`src/lscn_pkg.sv`:
```
package lscn_pkg;

	localparam int LSCN_NUM_SENSORS = 6;
	localparam int LSCN_IDX_W       = $clog2(LSCN_NUM_SENSORS);
	localparam int LSCN_RAW_W       = 16;
	localparam int LSCN_LEVEL_W     = 10;
	// |raw - min| * 1000 stays below 2**26
	localparam int LSCN_NUM_W       = 26;
	localparam int LSCN_DIV_STEPS   = LSCN_LEVEL_W;
	localparam int LSCN_CNT_W       = $clog2(LSCN_DIV_STEPS);

	localparam logic [LSCN_RAW_W-1:0]   LSCN_RAW_MAX    = 16'hFFFF;
	localparam logic [LSCN_RAW_W-1:0]   LSCN_MARGIN_RST = 16'h1000;
	localparam logic [LSCN_LEVEL_W-1:0] LSCN_LEVEL_FULL = 10'd1000;

	typedef enum logic [1:0] {
		OP_CLEAR   = 2'd0,
		OP_UPDATE  = 2'd1,
		OP_MEASURE = 2'd2,
		OP_NONE    = 2'd3
	} lscn_op_t;

	typedef struct packed {
		logic                  clear;
		logic                  update;
		logic [LSCN_IDX_W-1:0] idx;
	} lscn_store_ctl_t;

endpackage

```
`src/lscn_cal_store.sv`:
```
module lscn_cal_store (
	input  logic                            clk,
	input  logic                            arst_n,
	input  lscn_pkg::lscn_store_ctl_t       ctl,
	input  logic [lscn_pkg::LSCN_RAW_W-1:0] raw,
	output logic [lscn_pkg::LSCN_RAW_W-1:0] lo,
	output logic [lscn_pkg::LSCN_RAW_W-1:0] hi
);
	import lscn_pkg::*;

	logic [LSCN_RAW_W-1:0] min_q [LSCN_NUM_SENSORS];
	logic [LSCN_RAW_W-1:0] max_q [LSCN_NUM_SENSORS];

	// clear sets every channel at once; update widens only the addressed one
	always_ff @(posedge clk or negedge arst_n) begin
		if (!arst_n) begin
			for (int i = 0; i < LSCN_NUM_SENSORS; i++) begin
				min_q[i] <= LSCN_RAW_MAX;
				max_q[i] <= '0;
			end
		end else if (ctl.clear) begin
			for (int i = 0; i < LSCN_NUM_SENSORS; i++) begin
				min_q[i] <= LSCN_RAW_MAX;
				max_q[i] <= '0;
			end
		end else if (ctl.update) begin
			if (raw < min_q[ctl.idx]) min_q[ctl.idx] <= raw;
			if (raw > max_q[ctl.idx]) max_q[ctl.idx] <= raw;
		end
	end

	assign lo = min_q[ctl.idx];
	assign hi = max_q[ctl.idx];

endmodule

```
`src/lscn_div.sv`:
```
module lscn_div (
	input  logic                              clk,
	input  logic                              arst_n,
	input  logic                              start,
	input  logic [lscn_pkg::LSCN_NUM_W-1:0]   num,
	input  logic [lscn_pkg::LSCN_RAW_W-1:0]   den,
	output logic                              done,
	output logic [lscn_pkg::LSCN_LEVEL_W-1:0] quot
);
	import lscn_pkg::*;

	logic                    busy_q;
	logic                    done_q;
	logic [LSCN_CNT_W-1:0]   cnt_q;
	logic [LSCN_NUM_W-1:0]   rem_q;
	logic [LSCN_NUM_W-1:0]   den_sh_q;
	logic [LSCN_LEVEL_W-1:0] quot_q;
	logic [LSCN_NUM_W:0]     trial;
	logic                    fits;

	// restoring division, one quotient bit per cycle, MSB first;
	// caller guarantees num < den * 2**LSCN_DIV_STEPS
	assign trial = {1'b0, rem_q} - {1'b0, den_sh_q};
	assign fits  = !trial[LSCN_NUM_W];

	always_ff @(posedge clk or negedge arst_n) begin
		if (!arst_n) begin
			busy_q <= 1'b0;
			done_q <= 1'b0;
			cnt_q  <= '0;
		end else begin
			done_q <= 1'b0;
			if (start) begin
				busy_q <= 1'b1;
				cnt_q  <= LSCN_CNT_W'(LSCN_DIV_STEPS - 1);
			end else if (busy_q) begin
				if (cnt_q == '0) begin
					busy_q <= 1'b0;
					done_q <= 1'b1;
				end else begin
					cnt_q <= cnt_q - 1'b1;
				end
			end
		end
	end

	always_ff @(posedge clk) begin
		if (start) begin
			rem_q    <= num;
			den_sh_q <= LSCN_NUM_W'(den) << (LSCN_DIV_STEPS - 1);
			quot_q   <= '0;
		end else if (busy_q) begin
			quot_q   <= {quot_q[LSCN_LEVEL_W-2:0], fits};
			den_sh_q <= den_sh_q >> 1;
			if (fits) rem_q <= trial[LSCN_NUM_W-1:0];
		end
	end

	assign done = done_q;
	assign quot = quot_q;

endmodule

```
`src/line_sensor_calibrate_normalize_core.sv`:
```
// Channel  | Handshake               | Payload
// ---------+-------------------------+----------------------------------------
// input    | in_valid / in_stall     | opcode, detect_color, raw_0 .. raw_5
// output   | out_valid / out_stall   | level_0 .. level_5, line_detected
// config   | cfg_wr_en               | cfg_wr_data (detect_margin)
//
// Steps from accept to result: clear and unused opcode go from load to done;
//   calibrate update loads each sensor in turn; measure runs load and multiply
//   per sensor, plus the shared one-bit-per-cycle divider when the level is
//   neither 0 nor full scale; done waits for the output slot, then idle.
// Reset: calibration goes to min 65535 / max 0, margin to 4096, no beat held.
// Stalls: in_stall is high while a beat is in work; a finished result waits
//   in the output register, so a new beat is taken while out_stall holds it.
module line_sensor_calibrate_normalize_core (
	input  logic                              clk,
	input  logic                              arst_n,
	input  logic                              in_valid,
	output logic                              in_stall,
	input  logic [1:0]                        opcode,
	input  logic                              detect_color,
	input  logic [lscn_pkg::LSCN_RAW_W-1:0]   raw_0,
	input  logic [lscn_pkg::LSCN_RAW_W-1:0]   raw_1,
	input  logic [lscn_pkg::LSCN_RAW_W-1:0]   raw_2,
	input  logic [lscn_pkg::LSCN_RAW_W-1:0]   raw_3,
	input  logic [lscn_pkg::LSCN_RAW_W-1:0]   raw_4,
	input  logic [lscn_pkg::LSCN_RAW_W-1:0]   raw_5,
	output logic                              out_valid,
	input  logic                              out_stall,
	output logic [lscn_pkg::LSCN_LEVEL_W-1:0] level_0,
	output logic [lscn_pkg::LSCN_LEVEL_W-1:0] level_1,
	output logic [lscn_pkg::LSCN_LEVEL_W-1:0] level_2,
	output logic [lscn_pkg::LSCN_LEVEL_W-1:0] level_3,
	output logic [lscn_pkg::LSCN_LEVEL_W-1:0] level_4,
	output logic [lscn_pkg::LSCN_LEVEL_W-1:0] level_5,
	output logic                              line_detected,
	input  logic                              cfg_wr_en,
	input  logic [lscn_pkg::LSCN_RAW_W-1:0]   cfg_wr_data
);
	import lscn_pkg::*;

	typedef enum logic [4:0] {
		S_IDLE = 5'b00001,
		S_LOAD = 5'b00010,
		S_MUL  = 5'b00100,
		S_DIV  = 5'b01000,
		S_DONE = 5'b10000
	} state_t;

	state_t                  state_q, state_d;
	logic [LSCN_IDX_W-1:0]   idx_q;
	logic                    last_idx;
	logic                    advance;

	// captured beat
	lscn_op_t                op_q;
	logic                    color_q;
	logic [LSCN_RAW_W-1:0]   raw_q [LSCN_NUM_SENSORS];
	logic [LSCN_RAW_W-1:0]   margin_q;

	// per-sensor working values
	logic [LSCN_RAW_W:0]     diff_q;
	logic [LSCN_RAW_W:0]     span_q;
	logic                    seen_q;
	logic [LSCN_LEVEL_W-1:0] lvl_q [LSCN_NUM_SENSORS];

	// output register
	logic                    out_valid_q;
	logic [LSCN_LEVEL_W-1:0] out_level_q [LSCN_NUM_SENSORS];
	logic                    out_line_q;

	lscn_store_ctl_t         store_ctl;
	logic [LSCN_RAW_W-1:0]   cal_lo, cal_hi;
	logic [LSCN_RAW_W-1:0]   raw_k;
	logic [LSCN_RAW_W:0]     diff_k, span_k, black_bound;
	logic                    hit_k;
	logic [LSCN_RAW_W-1:0]   mag_diff, mag_span;
	logic                    lvl_zero, lvl_full;
	logic [LSCN_NUM_W-1:0]   product;
	logic                    div_start, div_done;
	logic [LSCN_LEVEL_W-1:0] div_quot;
	logic                    in_fire, out_free;

	assign in_stall  = (state_q != S_IDLE);
	assign in_fire   = in_valid && !in_stall;
	assign out_free  = !out_valid_q || !out_stall;
	assign last_idx  = (idx_q == LSCN_IDX_W'(LSCN_NUM_SENSORS - 1));

	// ---------------------------------------------------------------
	// Calibration store, addressed by the sensor sequencer
	// ---------------------------------------------------------------
	always_comb begin
		store_ctl.clear  = (state_q == S_LOAD) && (op_q == OP_CLEAR);
		store_ctl.update = (state_q == S_LOAD) && (op_q == OP_UPDATE);
		store_ctl.idx    = idx_q;
	end

	assign raw_k = raw_q[idx_q];

	lscn_cal_store u_store (
		.clk    (clk),
		.arst_n (arst_n),
		.ctl    (store_ctl),
		.raw    (raw_k),
		.lo     (cal_lo),
		.hi     (cal_hi)
	);

	// ---------------------------------------------------------------
	// Per-sensor measure arithmetic
	// ---------------------------------------------------------------
	assign diff_k      = {1'b0, raw_k} - {1'b0, cal_lo};
	assign span_k      = {1'b0, cal_hi} - {1'b0, cal_lo};
	assign black_bound = {1'b0, cal_lo} + {1'b0, margin_q};

	// White bound max - margin is negative when margin exceeds max: never a hit
	always_comb begin
		if (color_q) hit_k = ({1'b0, raw_k} > black_bound);
		else         hit_k = (cal_hi >= margin_q) && (raw_k < cal_hi - margin_q);
	end

	// Magnitudes; both fit 16 bits since |value| <= 65535
	always_comb begin
		logic [LSCN_RAW_W:0] neg_diff, neg_span;
		neg_diff = -diff_q;
		neg_span = -span_q;
		mag_diff = diff_q[LSCN_RAW_W] ? neg_diff[LSCN_RAW_W-1:0] : diff_q[LSCN_RAW_W-1:0];
		mag_span = span_q[LSCN_RAW_W] ? neg_span[LSCN_RAW_W-1:0] : span_q[LSCN_RAW_W-1:0];
	end

	// Level is 0 for an empty range, a zero offset, or a negative quotient.
	// Full scale exactly when |diff| >= |span|; otherwise the quotient is < 1000.
	assign lvl_zero = (span_q == '0) || (diff_q == '0) ||
	                  (diff_q[LSCN_RAW_W] != span_q[LSCN_RAW_W]);
	assign lvl_full = (mag_diff >= mag_span);
	assign product  = LSCN_NUM_W'(mag_diff) * LSCN_NUM_W'(LSCN_LEVEL_FULL);
	assign div_start = (state_q == S_MUL) && !lvl_zero && !lvl_full;

	lscn_div u_div (
		.clk    (clk),
		.arst_n (arst_n),
		.start  (div_start),
		.num    (product),
		.den    (mag_span),
		.done   (div_done),
		.quot   (div_quot)
	);

	// ---------------------------------------------------------------
	// Sequencer
	// ---------------------------------------------------------------
	always_comb begin
		state_d = state_q;
		advance = 1'b0;
		unique case (state_q)
			S_IDLE: begin
				if (in_fire) state_d = S_LOAD;
			end
			S_LOAD: begin
				case (op_q)
					OP_UPDATE:  advance = 1'b1;
					OP_MEASURE: state_d = S_MUL;
					default:    state_d = S_DONE;
				endcase
			end
			S_MUL: begin
				if (div_start) state_d = S_DIV;
				else           advance = 1'b1;
			end
			S_DIV: begin
				if (div_done) advance = 1'b1;
			end
			S_DONE: begin
				if (out_free) state_d = S_IDLE;
			end
			default: state_d = S_IDLE;
		endcase
		if (advance) state_d = last_idx ? S_DONE : S_LOAD;
	end

	always_ff @(posedge clk or negedge arst_n) begin
		if (!arst_n) begin
			state_q     <= S_IDLE;
			idx_q       <= '0;
			margin_q    <= LSCN_MARGIN_RST;
			out_valid_q <= 1'b0;
		end else begin
			state_q <= state_d;
			if (cfg_wr_en) margin_q <= cfg_wr_data;
			// step to the next sensor, rewind on a new beat
			if (in_fire)      idx_q <= '0;
			else if (advance) idx_q <= idx_q + 1'b1;
			// load the result when the output slot is free, drop it once taken
			if (state_q == S_DONE && out_free) out_valid_q <= 1'b1;
			else if (!out_stall)              out_valid_q <= 1'b0;
		end
	end

	// ---------------------------------------------------------------
	// Datapath registers
	// ---------------------------------------------------------------
	always_ff @(posedge clk) begin
		if (in_fire) begin
			op_q     <= lscn_op_t'(opcode);
			color_q  <= detect_color;
			raw_q[0] <= raw_0;
			raw_q[1] <= raw_1;
			raw_q[2] <= raw_2;
			raw_q[3] <= raw_3;
			raw_q[4] <= raw_4;
			raw_q[5] <= raw_5;
			seen_q   <= 1'b0;
		end
		if (state_q == S_LOAD && op_q == OP_MEASURE) begin
			diff_q <= diff_k;
			span_q <= span_k;
			if (hit_k) seen_q <= 1'b1;
		end
		if (state_q == S_MUL && !div_start) begin
			lvl_q[idx_q] <= lvl_zero ? '0 : LSCN_LEVEL_FULL;
		end
		if (state_q == S_DIV && div_done) begin
			lvl_q[idx_q] <= div_quot;
		end
		// hold the result until taken; non-measure beats give zeros
		if (state_q == S_DONE && out_free) begin
			for (int i = 0; i < LSCN_NUM_SENSORS; i++) begin
				out_level_q[i] <= (op_q == OP_MEASURE) ? lvl_q[i] : '0;
			end
			out_line_q <= (op_q == OP_MEASURE) && seen_q;
		end
	end

	assign out_valid     = out_valid_q;
	assign level_0       = out_level_q[0];
	assign level_1       = out_level_q[1];
	assign level_2       = out_level_q[2];
	assign level_3       = out_level_q[3];
	assign level_4       = out_level_q[4];
	assign level_5       = out_level_q[5];
	assign line_detected = out_line_q;

endmodule

```
`config.mk`:
```
export PLATFORM = sky130hd
export DESIGN_NAME = line_sensor_calibrate_normalize_core
export DESIGN_NICKNAME = d
export VERILOG_FILES = /design/src/lscn_pkg.sv /design/src/lscn_cal_store.sv /design/src/lscn_div.sv /design/src/line_sensor_calibrate_normalize_core.sv
export SDC_FILE = /design/constraint.sdc
export NUM_CORES = 1
export LEC_CHECK = 0
export BUFFER_PORTS_ARGS = -buffer_cell sky130_fd_sc_hd__buf_2
export CAP_MARGIN = 20
export CORE_ASPECT_RATIO = 1.75
export CORE_MARGIN = 2
export CORE_UTILIZATION = 45
export CTS_BUF_LIST = sky130_fd_sc_hd__clkbuf_8
export CTS_CLUSTER_DIAMETER = 150
export DETAILED_ROUTE_END_ITERATION = 8
export MAX_ROUTING_LAYER = met4
export SLEW_MARGIN = 20
export SYNTH_ARGS = -nofsm -noshare
export SYNTH_HDL_FRONTEND = slang
export SYNTH_SLANG_ARGS = --single-unit
```
`constraint.sdc`:
```
create_clock -name clk -period 9.05 [get_ports clk]
set_clock_uncertainty 0.2 [all_clocks]
set_input_delay 1.81 -clock clk [delete_from_list [all_inputs] [get_ports clk]]
set_output_delay 1.81 -clock clk [all_outputs]
set_load 0.02 [all_outputs]
```
# After elaboration in Yosys (flattened, before gate mapping)
# Memory sizes are Yosys's and may differ from the RTL's.
# Index checks and enable logic that the tools add are counted.
# classes
addsub	9
n_mul	1
magnitude_cmp	8
eq_ne	18
mux	67
n_bitwise	3
n_reduce_logical	37
# op_table
cell	n
$mux 96	6
$bwmux 96	2
$mux 16	7
$bmux 16 s3	2
$mux 10	8
$mux 26	3
$mux 25	2
$demux 16 s3	1
$logic_not 17->1	2
$sub 16x16->17	2
$ge 16x16->1	2
$lt 16x16->1	2
$neg 16->16	2
$sub 26x25->27	1
$mux 5	5
$pmux 5 s5	1
$mul 16x7->23 const B	1
$mux 1	23
$add 16x16->17	1
$gt 16x17->1	1
$gt 16x16->1	1
$sub 16x16->16	1
$logic_and 1x1->1	12
$mux 4	3
other kinds (30)	52
# word_totals
regBits	323
mem_bits_rw	216
inputBits	120
out_inout_bits	63
wordCells	176
memories	3
# memory_table
name	words	width	read_ports	rd_clocked_by_memory_dff	wr	line	rtl
raw_q	6	16	1	0	6	line_sensor_calibrate_normalize_core.sv:57	logic [LSCN_RAW_W-1:0] raw_q [LSCN_NUM_SENSORS];
lvl_q	6	10	6	0	1	line_sensor_calibrate_normalize_core.sv:64	logic [LSCN_LEVEL_W-1:0] lvl_q [LSCN_NUM_SENSORS];
out_level_q	6	10	6	0	6	line_sensor_calibrate_normalize_core.sv:68	logic [LSCN_LEVEL_W-1:0] out_level_q [LSCN_NUM_SENSORS];

# Logic depth before layout (Yosys ltp)
# depth
depth_word	11
depth_mapped	26
depth_no_buf	23

# By module
# A second synthesis with hierarchy kept.
# hier_totals
hier_cells	3293
hier_area_um2	33905.0
# by_module_without_submodules
mod	instances	cells_per_inst	area_each_um2	seq_area_each_um2
line_sensor_calibrate_normalize_core	1	1507	17177.7	8275.4
lscn_cal_store	1	1328	12553.3	4924.7
lscn_div	1	458	4174.0	1791.7

# Least setup slack after synthesis
# OpenSTA, ideal clock, no wires.
# synth_path
path_type	flip-flop to flip-flop
start	register diff_q[5]
end	register u_div.rem_q[25], data pin
setup_ns	0.262
arrival_ns	5.763
required_time_ns	8.588
setup_slack_ns	2.824
stages_incl_launch_ff	21
path_buffers	0
period_less_slack_ns	6.226
cell_sequence	edfxtp_1 or4_1 or2_1 or3_1 or3_1 and2_1 xor2_1 ha_1 inv_1 fa_1 fa_1 fa_1 inv_1 ha_1 a21o_1 a21oi_1 nand2b_1 a31oi_1 a31oi_1 xnor2_1 o22ai_1
# synth_between
elab_chain_cells	7
word_cells_on_any_way	12
cone_classes	add/sub (1); mul (1); order compare (1); mux (2); reduce/logical (7)
# synth_rtl
item	line	rtl
start: declaration	line_sensor_calibrate_normalize_core.sv:61	logic [LSCN_RAW_W:0] diff_q;
start signal: assignment	line_sensor_calibrate_normalize_core.sv:214	diff_q <= diff_k;
parallel branches: the longest is 6 deep, another holds $mul 16x7->23	n/a	
$mux 26 *	lscn_div.sv:48	if (start) begin
end signal: assignment	lscn_div.sv:49	rem_q <= num;
end signal: assignment	lscn_div.sv:55	if (fits) rem_q <= trial[LSCN_NUM_W-1:0];
end: declaration	lscn_div.sv:15	logic [LSCN_NUM_W-1:0] rem_q;
# Every way passes the cells marked *.
# A chain may end at the register's enable or synchronous reset.

# Final worst setup path
# layout_path
start	register diff_q[5]
end	register u_div.rem_q[24], data pin
# The elaborated chain is that of the path after synthesis.

==> flow_metrics.env <==
export IMPL_post_cts_buffers=0
export IMPL_worst_r2r_setup_slack_ps=2220
export IMPL_die_width_um=198.2
export IMPL_clk_latency_ps=730
export IMPL_core_um2=65320
export IMPL_grt_pass1_vias=23360
export IMPL_synth_cells=2603
export IMPL_r2r_end="u_div.rem_q[24]"
export IMPL_drv_cap=0
export IMPL_whs_path_depth=2
export IMPL_cts_inserted_buffers=81
export IMPL_drtIter0Drc=1545
export IMPL_gp_congestion=0.9050
export IMPL_clock_sinks=539
export IMPL_critPathKind="reg -> reg"
export IMPL_syn_num_nets=2983
export IMPL_syn2layout_area_growth_pct=12.33
export IMPL_hp_start="u_div.quot[9]"
export IMPL_arrival_ps=7050
export IMPL_ir_worst_vdd_mv=0.1447
export IMPL_netlist_area_um2=29710
export IMPL_start_util=0.4548
export IMPL_fin_crit_ps=6827
export IMPL_drt_total_wl_um=84650
export IMPL_wire_per_inst_um=22.59
export IMPL_r2r_cells=20
export IMPL_setup_tns_final_ps=0
export IMPL_power_mw=4.696
export IMPL_synth_enable_flop_cells=293
export IMPL_clockBufferDepth=3
export IMPL_maxSlewViolCount=0
export IMPL_multi_input_area_um2=13620
export IMPL_crit_chain="or4_1, or2_1, or3_1, or3_1, and2_1, xor2_1, ha_1, inv_1, fa_1, fa_1, fa_1, inv_1, ha_1, a21o_1, a21oi_1, o21ai_0, a41oi_1, a21oi_1, xnor2_1, o22ai_1"
export IMPL_cts_resized=0
export IMPL_cts_tree="yes"
export IMPL_grt_max_degree=169
export IMPL_timing_fmax_mhz=146.5
export IMPL_setup_viol=0
export IMPL_pin_count=183
export IMPL_hold_end="u_div.quot[9]"
export IMPL_yosysTopAreaCell="edfxtp_1"
export IMPL_tightest_slew_ps=1238
export IMPL_drive_above_1_share=0.1750
export IMPL_cts_root_buf="clkbuf_8"
export IMPL_grt_pass1_wl_um=130500
export IMPL_setup_worst_path_end_class="flop"
export IMPL_gr_total_overflow=0
export IMPL_start_kind="flop"
export IMPL_hold_viol_final=0
export IMPL_die_area_um2=68170
export IMPL_die_height_um=343.9
export IMPL_register_area_um2=14960
export IMPL_viasPerCell=5.878
export IMPL_rsz0062_at_grt="no"
export IMPL_finalCritPeriodShare=0.7544
export IMPL_synth_flop_cell="edfxtp_1"
export IMPL_clk_pin_slew_ps=60
export IMPL_fin_nets=3176
export IMPL_synth_top_cells_by_area="edfxtp_1, dfrtp_1, ha_1"
export IMPL_port_buffers=182
export IMPL_r2r_start="diff_q[5]"
export IMPL_htreeDepth=3
export IMPL_ys_seq_elements=539
export IMPL_async_flop_share=0.4137
export IMPL_vias=22020
export IMPL_hpwl_um=61770
export IMPL_required_ps=9270
export IMPL_slowest_stage="xor2_1"
export IMPL_synth_top_cell_area_share=0.2962
export IMPL_relSlewSlack=0.1746
export IMPL_drc_errors=0
export IMPL_crit_top_cell="fa_1"
export IMPL_rows=124
export IMPL_cts_hold_buf=0
export IMPL_ys_seq_area_frac=0.5036
export IMPL_dr_pass1_iters=6
export IMPL_antenna_left=0
export IMPL_status="finished, final reports clean"
export IMPL_cp_max_fo=8
export IMPL_fillCellCount=5914
export IMPL_postSynthAreaPerCell_um2=11.41
export IMPL_antenna_found_initial=2
export IMPL_p_leak_nw=13.70
export IMPL_worstHoldPathType="reg -> reg"
export IMPL_grt_total_usage=0.2596
export IMPL_powerDensity_nw_per_um2=140.7
export IMPL_ys_warn_count=0
export IMPL_synthDistinctLibCells=78
export IMPL_critPathMaxStageDelay_ps=740
## kinds of logic after synthesis
logic type      after synthesis  share of synthesized area
compound gates              751                     0.1738
simple gates                540                    0.09253
flops                       539                     0.5036
buf+inv                     325                    0.04199
fa+ha+maj                   261                     0.1233
xor+xnor                    127                    0.03769
mux                          60                    0.02712
## critical path: cells and delay by family (launching register included)
kind	cells	cell delay [ps]
and+or+nand+nor	5	1760
adders and majority gates	5	2120
DFF	1	460
buffers and inverters	2	120
xor gates and xnor gates	2	890
AOI/OAI and AO/OA	6	970
## cell usage in the layout (no fill, tap or decap), drive strengths merged, types with 39 or more instances in the layout
cell type | synthesis | layout
a21oi | 174 | 174
a21o | 39 | 39
xor2 | 63 | 63
o22a | 66 | 66
dfstp | 98 | 98
nor2 | 106 | 106
xnor2 | 64 | 64
nand3 | 109 | 109
and2 | 68 | 68
ha | 207 | 207
edfxtp | 293 | 293
clkbuf | 94 | 86
fa | 53 | 53
mux2i | 40 | 40
buf | 30 | 234
nand2 | 99 | 99
a22o | 53 | 53
dfrtp | 125 | 125
inv | 201 | 239
o21ai | 168 | 168
## Yosys cell counts, types with 62 or more instances
cell      number
a21oi_1      173
and2_1        68
clkbuf_1      94
dfrtp_1      125
dfstp_2       98
edfxtp_1     293
ha_1         207
inv_1        200
nand2_1       98
nand3_1      109
nor2_1       106
o21ai_0      165
o22a_1        66
xnor2_1       64
xor2_1        62
## registers in the layout, indices dropped and copies added (netlist names), 2 cells and up
register and cells:
raw_q 96, u_store.max_q 96, u_store.min_q 96, lvl_q 60, out_level_q 60, u_div.rem_q 26
u_div.den_sh_q 25, diff_q 17, span_q 17, margin_q 16, u_div.quot 10, state_q 5
u_div.cnt_q 4, idx_q 3, op_q 2
## routing by layer
layer / routed length, um / global-route usage / vias up
li1: - / - / 10040
met4: 5612 / 0.1634 / 0
met5: 0 / - / -
met2: 45440 / 0.4702 / 763
met3: 3960 / 0.03725 / 291
met1: 29630 / 0.2599 / 10930
## worst max path at each step
| stage | startpoint | to | slack (ps) |
|---|---|---|---|
| 2_1_floorplan | diff_q[5] | u_div.rem_q[25] | 2820 |
| 4_1_cts | diff_q[5] | u_div.rem_q[24] | 2190 |
| 6_report | diff_q[5] | u_div.rem_q[24] | 2220 |
| 5_1_grt | diff_q[5] | u_div.rem_q[24] | 1750 |
| 3_3_place_gp | diff_q[5] | u_div.rem_q[24] | 2290 |
| 3_5_place_dp | diff_q[5] | u_div.rem_q[24] | 2210 |
## area by class of cell
class                   instances  share of cell area
flip-flops and latches        539              0.4484
multi-input cells            1739              0.4083
repair buffers                234             0.04019
clock buffers                  86             0.03547
well taps                     882             0.03307
inverters                     201             0.02268
clock inverters                64             0.01177
diodes                          2           0.0001500
## metrics by stage
step	area (um2)	worst slack, ps	util	hold slack, ps	instances
after floorplan	29710	2825	-	244.6	2603
after global placement	31730	2293	0.4858	279.2	3591
after detailed placement	31750	2209	0.4862	291.3	3593
after CTS	33330	2188	0.5103	302.2	3743
after global routing	33370	1753	0.5109	317.0	3747
final	33370	2223	0.5109	302.3	3747
## report_power, final
group	internal (mW)	total, mW	switching (mW)
logic	0.0574	0.142	0.0844
clock network	0.959	1.96	1.00
registers	2.58	2.59	0.00610
total	3.60	4.70	1.09
No activity file was read; power rests on OpenSTA's default activity.
